**config.mk**
```make
export PLATFORM = sky130hd
export DESIGN_NAME = point_to_circle_projection
export DESIGN_NICKNAME = d
export VERILOG_FILES = /design/src/hdl/ptc_pkg.sv /design/src/hdl/point_to_circle_projection.sv
export SDC_FILE = /design/constraint.sdc
export NUM_CORES = 1
export LEC_CHECK = 0
export BUFFER_PORTS_ARGS = -buffer_cell sky130_fd_sc_hd__buf_2
export CORE_ASPECT_RATIO = 1.25
export CORE_UTILIZATION = 56
export DETAILED_ROUTE_END_ITERATION = 8
export PLACE_DENSITY = 0.74
export SETUP_SLACK_MARGIN = 0.4
export SLEW_MARGIN = 5
export SYNTH_ARGS = -nofsm -noshare
export SYNTH_HDL_FRONTEND = slang
export SYNTH_SLANG_ARGS = --single-unit
```
**constraint.sdc**
```tcl
create_clock -name clk -period 13.75 [get_ports clk]
set_input_delay 1.375 -clock clk [delete_from_list [all_inputs] [get_ports clk]]
set_output_delay 1.375 -clock clk [all_outputs]
set_load 0.05 [all_outputs]
```
**src/hdl/ptc_pkg.sv**
```systemverilog
// Shared types and constants for the point-to-circle projection block.
`default_nettype none

package ptc_pkg;

    // Fixed field widths
    localparam int RADIUS_BITS = 10;
    localparam int OFFSET_BITS = 11;
    localparam int ADDR_BITS   = 4;
    localparam int DATA_BITS   = 32;

    // Register reset values
    localparam int CENTRE_X_RESET = 320;
    localparam int CENTRE_Y_RESET = 240;
    localparam int RADIUS_RESET   = 100;

    // Register indexes (word address bits of paddr)
    typedef enum logic [1:0] {
        REG_CENTRE_X = 2'd0,
        REG_CENTRE_Y = 2'd1,
        REG_RADIUS   = 2'd2
    } reg_index_t;

    // Sequencer states
    typedef enum logic [4:0] {
        ST_IDLE = 5'b00001,
        ST_MUL  = 5'b00010,
        ST_ROOT = 5'b00100,
        ST_DIV  = 5'b01000,
        ST_DONE = 5'b10000
    } state_t;

endpackage

`default_nettype wire

```
**src/hdl/point_to_circle_projection.sv**
```systemverilog
// Point-to-circle projection: bit-serial square, root and divide sequencer.
//
//  channel | direction | handshake              | payload
//  --------+-----------+------------------------+-------------------------------
//  in      | input     | in_valid / in_stall    | pointer_col, pointer_row
//  out     | output    | out_valid / out_stall  | offset_x, offset_y, moved
//  cfg     | input     | psel/penable/pwrite    | paddr, pwdata, prdata, pready
//
// An item runs through the multiply, root and divide loops, each handling one bit per
// cycle; a zero vector skips the loops and goes straight to the result phase.
// Reset (rst_n low) restores the register defaults and clears the last result.
// in_stall is high while an item is at work; the result sits in an output
// register, so a new item is taken while out_stall holds the previous result.
`default_nettype none

module point_to_circle_projection #(
    parameter int COORD_BITS = 10,
    parameter int FRAC_BITS  = 16
) (
    input  wire  logic                              clk,
    input  wire  logic                              rst_n,
    input  wire  logic                              in_valid,
    output       logic                              in_stall,
    input  wire  logic [COORD_BITS-1:0]             pointer_col,
    input  wire  logic [COORD_BITS-1:0]             pointer_row,
    output       logic                              out_valid,
    input  wire  logic                              out_stall,
    output       logic signed [ptc_pkg::OFFSET_BITS-1:0] offset_x,
    output       logic signed [ptc_pkg::OFFSET_BITS-1:0] offset_y,
    output       logic                              moved,
    input  wire  logic                              psel,
    input  wire  logic                              penable,
    input  wire  logic                              pwrite,
    input  wire  logic [ptc_pkg::ADDR_BITS-1:0]     paddr,
    input  wire  logic [ptc_pkg::DATA_BITS-1:0]     pwdata,
    output       logic [ptc_pkg::DATA_BITS-1:0]     prdata,
    output       logic                              pready
);
    import ptc_pkg::*;

    localparam int SW  = 2 * COORD_BITS + 2;         // square sum width
    localparam int RW  = COORD_BITS + FRAC_BITS + 1; // root width
    localparam int REMW = RW + 2;                    // root remainder width
    localparam int PW  = RADIUS_BITS + COORD_BITS;   // radius * delta width
    localparam int NW  = PW + FRAC_BITS;             // dividend width
    localparam int CW  = $clog2(NW + 1);             // step counter width

    // Configuration registers
    logic [COORD_BITS-1:0]  centre_x_reg;
    logic [COORD_BITS-1:0]  centre_y_reg;
    logic [RADIUS_BITS-1:0] radius_reg;

    // Control state
    state_t                 state_reg, state_next;
    logic [CW-1:0]          cnt_reg, cnt_next;
    logic                   out_valid_reg, out_valid_next;
    logic [OFFSET_BITS-1:0] last_x_reg, last_x_next;
    logic [OFFSET_BITS-1:0] last_y_reg, last_y_next;

    // Datapath registers
    logic                   nx_reg, ny_reg, zero_reg;
    logic [COORD_BITS-1:0]  mplx_reg, mply_reg;
    logic [SW-1:0]          mcx_reg, mcy_reg;
    logic [PW-1:0]          rsh_reg;
    logic [SW-1:0]          sq_reg;
    logic [PW-1:0]          prodx_reg, prody_reg;
    logic [REMW-1:0]        rem_reg;
    logic [RW-1:0]          root_reg;
    logic [NW-1:0]          nx_sh_reg, ny_sh_reg;
    logic [RW-1:0]          remx_reg, remy_reg;
    logic [OFFSET_BITS-1:0] offset_x_reg, offset_y_reg;
    logic                   moved_reg;

    logic                   cfg_wr;
    logic                   in_acc;
    logic                   load_out;
    logic [COORD_BITS-1:0]  ax, ay;
    logic                   col_lt, row_lt;
    logic [REMW-1:0]        rem_t, trial;
    logic [RW:0]            tx, ty, lq_ext;
    logic                   qx_bit, qy_bit;
    logic [OFFSET_BITS-1:0] res_x, res_y;

    assign pready   = 1'b1;
    assign cfg_wr   = psel && penable && pwrite && pready;
    assign in_stall = (state_reg != ST_IDLE);
    assign in_acc   = in_valid && !in_stall;
    assign load_out = (state_reg == ST_DONE) && (!out_valid_reg || !out_stall);

    assign out_valid = out_valid_reg;
    assign offset_x  = offset_x_reg;
    assign offset_y  = offset_y_reg;
    assign moved     = moved_reg;

    // Write configuration registers
    always_ff @(posedge clk or negedge rst_n)
    begin
        if (!rst_n)
        begin
            centre_x_reg <= COORD_BITS'(CENTRE_X_RESET);
            centre_y_reg <= COORD_BITS'(CENTRE_Y_RESET);
            radius_reg   <= RADIUS_BITS'(RADIUS_RESET);
        end
        else if (cfg_wr)
        begin
            unique case (paddr[3:2])
                REG_CENTRE_X: centre_x_reg <= pwdata[COORD_BITS-1:0];
                REG_CENTRE_Y: centre_y_reg <= pwdata[COORD_BITS-1:0];
                REG_RADIUS:   radius_reg   <= pwdata[RADIUS_BITS-1:0];
                default:      ;
            endcase
        end
    end

    // Read back configuration registers
    always_comb
    begin
        prdata = '0;
        unique case (paddr[3:2])
            REG_CENTRE_X: prdata = DATA_BITS'(centre_x_reg);
            REG_CENTRE_Y: prdata = DATA_BITS'(centre_y_reg);
            REG_RADIUS:   prdata = DATA_BITS'(radius_reg);
            default:      prdata = '0;
        endcase
    end

    // Form delta magnitudes and signs
    always_comb
    begin
        col_lt = pointer_col < centre_x_reg;
        row_lt = pointer_row < centre_y_reg;
        ax = col_lt ? centre_x_reg - pointer_col : pointer_col - centre_x_reg;
        ay = row_lt ? centre_y_reg - pointer_row : pointer_row - centre_y_reg;
    end

    // One root digit: bring down a pair, try root*4+1
    always_comb
    begin
        rem_t = {rem_reg[REMW-3:0], sq_reg[SW-1:SW-2]};
        trial = {root_reg, 2'b01};
    end

    // One quotient bit per lane
    always_comb
    begin
        lq_ext = {1'b0, root_reg};
        tx     = {remx_reg, nx_sh_reg[NW-1]};
        ty     = {remy_reg, ny_sh_reg[NW-1]};
        qx_bit = (tx >= lq_ext);
        qy_bit = (ty >= lq_ext);
    end

    // Apply signs to the quotients
    always_comb
    begin
        if (zero_reg)
        begin
            res_x = '0;
            res_y = '0;
        end
        else
        begin
            res_x = nx_reg ? OFFSET_BITS'(-nx_sh_reg[OFFSET_BITS-1:0])
                           : nx_sh_reg[OFFSET_BITS-1:0];
            res_y = ny_reg ? OFFSET_BITS'(-ny_sh_reg[OFFSET_BITS-1:0])
                           : ny_sh_reg[OFFSET_BITS-1:0];
        end
    end

    // Sequence the phases
    always_comb
    begin
        state_next     = state_reg;
        cnt_next       = cnt_reg;
        out_valid_next = out_valid_reg;
        last_x_next    = last_x_reg;
        last_y_next    = last_y_reg;
        if (out_valid_reg && !out_stall)
        begin
            out_valid_next = 1'b0;
        end
        unique case (state_reg)
            ST_IDLE:
            begin
                if (in_acc)
                begin
                    if (ax == '0 && ay == '0)
                    begin
                        state_next = ST_DONE;
                    end
                    else
                    begin
                        state_next = ST_MUL;
                        cnt_next   = CW'(COORD_BITS - 1);
                    end
                end
            end
            ST_MUL:
            begin
                if (cnt_reg == '0)
                begin
                    state_next = ST_ROOT;
                    cnt_next   = CW'(RW - 1);
                end
                else
                begin
                    cnt_next = cnt_reg - 1'b1;
                end
            end
            ST_ROOT:
            begin
                if (cnt_reg == '0)
                begin
                    state_next = ST_DIV;
                    cnt_next   = CW'(NW - 1);
                end
                else
                begin
                    cnt_next = cnt_reg - 1'b1;
                end
            end
            ST_DIV:
            begin
                if (cnt_reg == '0)
                begin
                    state_next = ST_DONE;
                end
                else
                begin
                    cnt_next = cnt_reg - 1'b1;
                end
            end
            ST_DONE:
            begin
                if (load_out)
                begin
                    state_next     = ST_IDLE;
                    out_valid_next = 1'b1;
                    last_x_next    = res_x;
                    last_y_next    = res_y;
                end
            end
            default:
            begin
                state_next = ST_IDLE;
            end
        endcase
    end

    // Hold control state
    always_ff @(posedge clk or negedge rst_n)
    begin
        if (!rst_n)
        begin
            state_reg     <= ST_IDLE;
            cnt_reg       <= '0;
            out_valid_reg <= 1'b0;
            last_x_reg    <= '0;
            last_y_reg    <= '0;
        end
        else
        begin
            state_reg     <= state_next;
            cnt_reg       <= cnt_next;
            out_valid_reg <= out_valid_next;
            last_x_reg    <= last_x_next;
            last_y_reg    <= last_y_next;
        end
    end

    // Advance the serial datapath
    always_ff @(posedge clk)
    begin
        unique case (state_reg)
            ST_IDLE:
            begin
                if (in_acc)
                begin
                    nx_reg    <= col_lt;
                    ny_reg    <= row_lt;
                    zero_reg  <= (ax == '0 && ay == '0);
                    mplx_reg  <= ax;
                    mply_reg  <= ay;
                    mcx_reg   <= SW'(ax);
                    mcy_reg   <= SW'(ay);
                    rsh_reg   <= PW'(radius_reg);
                    sq_reg    <= '0;
                    prodx_reg <= '0;
                    prody_reg <= '0;
                end
            end
            ST_MUL:
            begin
                // shift-add: ax*ax + ay*ay, radius*ax, radius*ay
                sq_reg <= sq_reg + (mplx_reg[0] ? mcx_reg : '0)
                                 + (mply_reg[0] ? mcy_reg : '0);
                prodx_reg <= prodx_reg + (mplx_reg[0] ? rsh_reg : '0);
                prody_reg <= prody_reg + (mply_reg[0] ? rsh_reg : '0);
                mplx_reg  <= mplx_reg >> 1;
                mply_reg  <= mply_reg >> 1;
                mcx_reg   <= mcx_reg << 1;
                mcy_reg   <= mcy_reg << 1;
                rsh_reg   <= rsh_reg << 1;
                if (cnt_reg == '0)
                begin
                    rem_reg  <= '0;
                    root_reg <= '0;
                end
            end
            ST_ROOT:
            begin
                if (rem_t >= trial)
                begin
                    rem_reg  <= rem_t - trial;
                    root_reg <= {root_reg[RW-2:0], 1'b1};
                end
                else
                begin
                    rem_reg  <= rem_t;
                    root_reg <= {root_reg[RW-2:0], 1'b0};
                end
                sq_reg <= sq_reg << 2;
                if (cnt_reg == '0)
                begin
                    nx_sh_reg <= {prodx_reg, {FRAC_BITS{1'b0}}};
                    ny_sh_reg <= {prody_reg, {FRAC_BITS{1'b0}}};
                    remx_reg  <= '0;
                    remy_reg  <= '0;
                end
            end
            ST_DIV:
            begin
                remx_reg  <= qx_bit ? RW'(tx - lq_ext) : tx[RW-1:0];
                remy_reg  <= qy_bit ? RW'(ty - lq_ext) : ty[RW-1:0];
                nx_sh_reg <= {nx_sh_reg[NW-2:0], qx_bit};
                ny_sh_reg <= {ny_sh_reg[NW-2:0], qy_bit};
            end
            ST_DONE:
            begin
                if (load_out)
                begin
                    offset_x_reg <= res_x;
                    offset_y_reg <= res_y;
                    moved_reg    <= (res_x != last_x_reg) || (res_y != last_y_reg);
                end
            end
            default:
            begin
            end
        endcase
    end

`ifndef SYNTH
    // A new result appears only out of the final phase
    a_rise_from_done: assert property (@(posedge clk) disable iff (!rst_n)
        $rose(out_valid_reg) |-> $past(state_reg == ST_DONE))
        else $error("result valid without finishing the item");

    // Non-negative projected offsets never exceed the radius
    a_x_bound: assert property (@(posedge clk) disable iff (!rst_n)
        (out_valid_reg && !offset_x_reg[OFFSET_BITS-1])
            |-> (offset_x_reg[OFFSET_BITS-2:0] <= radius_reg))
        else $error("offset_x beyond radius");

    a_y_bound: assert property (@(posedge clk) disable iff (!rst_n)
        (out_valid_reg && !offset_y_reg[OFFSET_BITS-1])
            |-> (offset_y_reg[OFFSET_BITS-2:0] <= radius_reg))
        else $error("offset_y beyond radius");

    // The stored last result follows each delivered result
    a_last_tracks: assert property (@(posedge clk) disable iff (!rst_n)
        load_out |=> (last_x_reg == offset_x_reg) && (last_y_reg == offset_y_reg))
        else $error("last result not updated with output");
`endif

endmodule

`default_nettype wire

```
==> flow_summary.toml, run 1 <==
[status]
run_status = "complete, no violations"

[synthesis]
count_leader_synth = "nand2_1"
netlist_instances = 2751
fraction_of_post_synthesis_cell_area_in_the_top_cell_type_by_area_pct = 38.84
synth_top_cells_by_count = "nand2_1 (365), edfxtp_1 (352), nor2_1 (272), ha_1 (182), and2_1 (151)"
ys_types = 89
syn_area_per_cell_um2 = 9.893
synth.largest_area_cell = "edfxtp_1"
warnings_from_yosys = 0
yosys-top-cells-area = "edfxtp_1 (39%), ha_1 (8.4%), nand2_1 (5.0%)"
post_synth_instance_area_mm2 = 0.02722
ys_seq_elements = 416
ys.flop_type = "edfxtp_1"
asyncSetResetFlopFracSynth_pct = 15.38
synth_edf_count = 352
ys_seq_area_share_pct = 44.77

[cts]
cts.clk_slew.worst_paths_ns = 0.06
maximum_level_of_the_cts_h_tree = 2
clk_sinks = 416
cts_buffers = 46
clk_latency_ns = 0.59
cts-root-buf = "clkbuf_16"
max-clock-path-buffers = 3
post_cts_hold_buffer_count = 0
cts_tree = "done"
post_cts_setup_buffer_count = 0
postCtsResizedCells = 0

[global_route]
grt_util_all_layers_pct = 24.32
first_pass_grt_wire_length_um = 97870
grt_max_degree = 95
grt-ovfl-total = 0
first_global_vias = 20070
antenna_found_initial = 1

[floorplan]
floorplan.die.width_um = 199.2
die-area_mm2 = 0.04949
height_of_the_die_um = 248.5
io_pins = 121
fp-row-count = 89
fp.coreArea_mm2 = 0.04755
floorplan.initialDensity_pct = 57.24

[worst_setup_path]
cp_max_fo = 22
r2r_cells = 14
timing.reg2reg.setup_slack_ns = 8.97
worstSetupEndpointType = "flip-flop"
worst_r2r_endpoint = "sq_reg[20]"
setup.worst_path.class = "reg2reg"
regToRegStartpoint = "mplx_reg[0]"
critical_path_arrival_ns = 5.09
type_of_element_launching_the_critical_path = "flip-flop"
worstPathRequired_ns = 14.06

[cells_and_area]
flow.area_growth_from_synthesis_pct = 9.107
fin_nets = 3068
final_core_utilization_pct = 62.45
antenna-diode-count = 0
drive_gt1_share_pct = 7.986
design_area_mm2 = 0.02969
filler_cell_count = 3870

[drt]
routed.top_layer = "met4"
detail_route_antenna_nets = 0
route.detailed.wl_per_inst_um = 17.00
detail_route.drc_violations = 0
wl_met2_um = 30150
drt_first_pass_iters = 5
route.vias.total = 20080
via_density = 5.791
detail_route.iter0.violations = 1152
wl_met3_um = 2178
route.layer.met1.wl_um = 24070
routed_wirelength_um = 58920

[timing]
tns_ns = 0
actual_slew_at_the_worst_max_slew_pin_ns = 1.183
setup_viol_count_final = 0
final_worst_path_period_need_ns = 4.779
grt_setup_unrepaired = "false"
slew-limit-headroom_pct = 21.14
worst_clk_skew_ns = 0.01933
final-max-slew-violation-count = 0
post-route-period-util_pct = 34.76
final_hold_vio_count = 0
max_clock_freq_mhz = 209.2
post-route-worst-setup-slack_ns = 8.971

[place]
place.detailed.hpwl_um = 41560
dpl_worst_slack_ns = 8.690
detailed_place.area_mm2 = 0.02810
gpl.final_weighted_congestion = 0.9085
numPortBuffers = 73

[hold_path]
worst_hold_path_type = "reg2reg"
holdPathStages = 2
timing.hold.worst.start = "last_y_reg[1]"
worstHoldEndpoint = "last_y_reg[1]"

[power_and_ir_drop]
power-per-cell-area_mw_per_mm2 = 178.3
leakagePower_nw = 13.02
ir_drop_mv = 0.1150
report.power.total_mw = 5.294

[job]
max_cap_violations = 0
==> where the power goes <==
part | switching, mW | leakage (nW) | internal (mW)
Clock | 0.514 | 0.773 | 0.781
Sequential | 0.169 | 4.22 | 1.74
Combinational | 1.22 | 8.02 | 0.868
==> per-layer routing <==
metal | up-vias | track usage (%)
met2 | 456 | 42.91
met3 | 152 | 2.943
met5 | - | 0
met1 | 9660 | 29.15
li1 | 9809 | -
met4 | 0 | 11.49
==> logic make-up after synthesis <==
| group | after synthesis | synth area share (%) |
|---|---|---|
| simple gates | 1035 | 17.81 |
| compound gates | 556 | 13.53 |
| flops | 416 | 44.77 |
| buf+inv | 257 | 3.981 |
| fa+ha+maj | 212 | 10.57 |
| xor+xnor | 173 | 5.567 |
| mux | 100 | 3.738 |
| other cells | 2 | 0.02759 |
==> worst max path at each step <==
stage | start | slack, ns | endpoint | cells past startpoint
2_1_floorplan | cnt_reg[0] | 3.01 | nx_sh_reg[0] | 5
3_3_place_gp | pointer_col[0] | 8.73 | cnt_reg[3] | 14
3_5_place_dp | pointer_col[0] | 8.69 | cnt_reg[3] | 14
4_1_cts | mplx_reg[0] | 8.95 | sq_reg[20] | 14
5_1_grt | mplx_reg[0] | 8.69 | sq_reg[20] | 14
6_report | mplx_reg[0] | 8.97 | sq_reg[20] | 14
==> cells in the final DEF, fill, tap and decap left out, drive strengths merged, types with 9 or more instances in the layout <==
cell,count
a211oi,29
a21o,74
a21oi,118
a31oi,12
and2,151
and3,12
buf,93
clkbuf,64
clkinv,13
conb,23
dfrtp,54
dfstp,10
edfxtp,352
fa,30
ha,182
inv,137
mux2,13
mux2i,87
nand2,365
nand2b,28
nand3,42
nand4,13
nor2,273
nor2b,27
nor3,55
nor4,10
o211ai,15
o21a,55
o21ai,136
o21bai,12
o22ai,9
o31ai,17
or2,11
or3,21
xnor2,99
xor2,74
==> area by class of cell <==
class	instances	area (um^2)	area share [%]
clock buffers	64	1311	4.416
clock inverters	21	281.5	0.9480
inverters	137	514.2	1.732
multi-input cells	2099	14090	47.45
flip-flops and latches	416	12180	41.03
well taps	637	797.0	2.684
repair buffers	93	515.5	1.736
==> critical path: stages (launching register included) <==
cell,delay (ns)
edfxtp_1,0.79
buf_4,0.35
and2_1,0.18
fa_1,0.44
ha_1,0.30
a21o_1,0.19
a211oi_1,0.25
nor2_1,0.11
o41a_1,0.37
a311oi_1,0.66
o31ai_1,0.19
a21oi_1,0.26
o21ai_0,0.17
xnor2_1,0.15
o21ai_0,0.08
==> stage by stage <==
stage | std cells | hold WS [ns]
floorplan | 2772 | 0.4659
detailed placement | 3382 | 0.4837
finish | 3467 | 0.4947
global route | 3467 | 0.5169
CTS | 3467 | 0.4982
global placement | 3382 | 0.4807
Note: power is estimated with default switching activity, not from simulation.
==> run 2: changes to the inputs <==
==> constraint.sdc (replaced) <==
create_clock -name clk -period 4.85 [get_ports clk]
set_input_delay 0.485 -clock clk [delete_from_list [all_inputs] [get_ports clk]]
set_output_delay 0.485 -clock clk [all_outputs]
set_load 0.05 [all_outputs]
==> run 2 against run 1 <==
  * Setup slack lost 8.2 ns
  * Sequential cell count is the same
  * Combinational power grew to 2.9 times the previous value
  * Cell area shrank 0.14%
  * Count of clock-buffer cells in the layout shrank 10
  * Non-clock buffer count grew 5
  * Total power grew to 2.8 times the previous value
  * Critical path type unchanged
  * Critical endpoint is now rem_reg[4]
  * Highest routed layer unchanged
==> flow_summary.toml, run 2 (synthesized netlist as in run 1, its figures left out) <==
[cells_and_area]
fin_nets = 3071
mostFrequentLayoutCells = "nand2_1 (363), edfxtp_1 (352), nor2_1 (271)"
final_core_utilization_pct = 62.36
antenna-diode-count = 0
layout.cells.most_common = "nand2_1"
drive_gt1_share_pct = 7.921
flow.area_growth_from_synthesis_pct = 8.955

[timing]
final_worst_path_period_need_ns = 4.096
actual_slew_at_the_worst_max_slew_pin_ns = 1.082
final-max-slew-violation-count = 0
tns_ns = 0
setup_viol_count_final = 0
slew-limit-headroom_pct = 27.89
finalHoldWorstSlack_ns = 0.003945
final_hold_vio_count = 0
post-route-worst-setup-slack_ns = 0.7535
max_clock_freq_mhz = 244.1
grt_setup_unrepaired = "false"
post-route-period-util_pct = 84.46
worst_clk_skew_ns = 0.02682

[place]
place.detailed.hpwl_um = 42050
gpl.final_weighted_congestion = 0.9052
numPortBuffers = 73
dpl_worst_slack_ns = 0.6556

[cts]
clk_sinks = 416
postCtsResizedCells = 0
cts-root-buf = "clkbuf_16"
cts.clk_slew.worst_paths_ns = 0.06
post_cts_setup_buffer_count = 0
maximum_level_of_the_cts_h_tree = 2
clk_latency_ns = 0.59
cts_tree = "done"
post_cts_hold_buffer_count = 0
cts_buffers = 44
max-clock-path-buffers = 3

[drt]
routed_wirelength_um = 59230
detail_route.iter0.violations = 1148
detail_route.drc_violations = 0
via_density = 5.790
drt_first_pass_iters = 5
route.detailed.wl_per_inst_um = 17.09
route.vias.total = 20060
detail_route_antenna_nets = 0

[global_route]
antenna_found_initial = 1
first_pass_grt_wire_length_um = 96320
grt-ovfl-total = 0
grt_util_all_layers_pct = 23.90
grt_max_degree = 98
first_global_vias = 20000

[floorplan]
fp.coreArea_mm2 = 0.04755
fp-row-count = 89
floorplan.initialDensity_pct = 57.24
floorplan.die.width_um = 199.2
die-area_mm2 = 0.04949
height_of_the_die_um = 248.5
io_pins = 121

[status]
run_status = "complete, no violations"

[job]
max_cap_violations = 0

[worst_setup_path]
setup.worst_path.class = "reg2reg"
critical_path_arrival_ns = 4.41
worstSetupEndpointType = "flip-flop"
type_of_element_launching_the_critical_path = "flip-flop"
cp_max_fo = 29
worstPathRequired_ns = 5.16

[power_and_ir_drop]
power-per-cell-area_mw_per_mm2 = 503.7
ir_drop_mv = 0.3680
report.power.total_mw = 14.94
leakagePower_nw = 12.99

[hold_path]
worst_hold_path_type = "in2async"
## run 2: cell types whose count changed in the layout (fill, tap and decap cells not counted), moves of 2 or more
| cell | change |
|---|---|
| clkbuf_1 | -4 |
| clkbuf_8 | -2 |
| buf_4 | +4 |
| clkinv_1 | +4 |
| clkbuf_16 | -4 |
| bufinv_16 | +2 |
| clkinv_2 | -3 |
## run 2: per-stage QoR
| stage | instances | instance area [um^2] |
|---|---|---|
| after detailed placement | 3385 | 28140 |
| final | 3465 | 29650 |
| after CTS | 3463 | 29640 |
| after floorplan | 2772 | 27310 |
| after global routing | 3465 | 29650 |
| after global placement | 3385 | 28140 |
## run 2: per-layer routing
layer	up-vias	share of wire, %	wire length, um	global-route usage [%]
met2	419	52	30740	43.47
met3	144	3.7	2221	2.930
li1	9795	-	-	-
met5	-	0	0	0
met4	0	3.8	2271	9.692
met1	9706	41	24010	28.09
## run 2: final cells by class
cell class | instances | area, um^2
inverter | 137 | 514.2
sequential | 416 | 12180
clock inverter | 24 | 332.8
fill | 3898 | 17900
tap | 637 | 797.0
timing repair buffer | 98 | 565.5
clock buffer | 54 | 1169
multi-input combinational | 2099 | 14090
## run 2: report_power, final
part           internal (mW)  switching [mW]  total (mW)
Clock                   2.13            1.44        3.57
Combinational           2.49            3.47        5.96
Sequential              4.93           0.475        5.40
## run 2: final timing paths
check / start / endpoint / slack, ns / cells past startpoint
worst min-delay path: rst_n / radius_reg[0] / 0.004 / 1
worst min register to register: last_y_reg[10] / last_y_reg[10] / 0.49 / 2
worst max-delay path: root_reg[1] / rem_reg[4] / 0.75 / 13
max in group asynchronous: rst_n / centre_x_reg[6] / 3.80 / 2
worst max register to register: root_reg[1] / rem_reg[4] / 0.75 / 13
min in group clk: in_valid / state_reg[0] / 0.10 / 2
## run 2: worst max-delay path: stages, from the launching register on
cell       delay [ns]
edfxtp_1         0.50
inv_1            0.25
ha_1             0.33
nor3_1           0.27
a2111oi_2        0.12
or3_1            0.37
a21oi_1          0.36
o31ai_2          0.20
a21oi_1          0.25
o211ai_1         0.14
o211ai_1         0.17
buf_4            0.48
mux2i_1          0.32
nor2_1           0.06
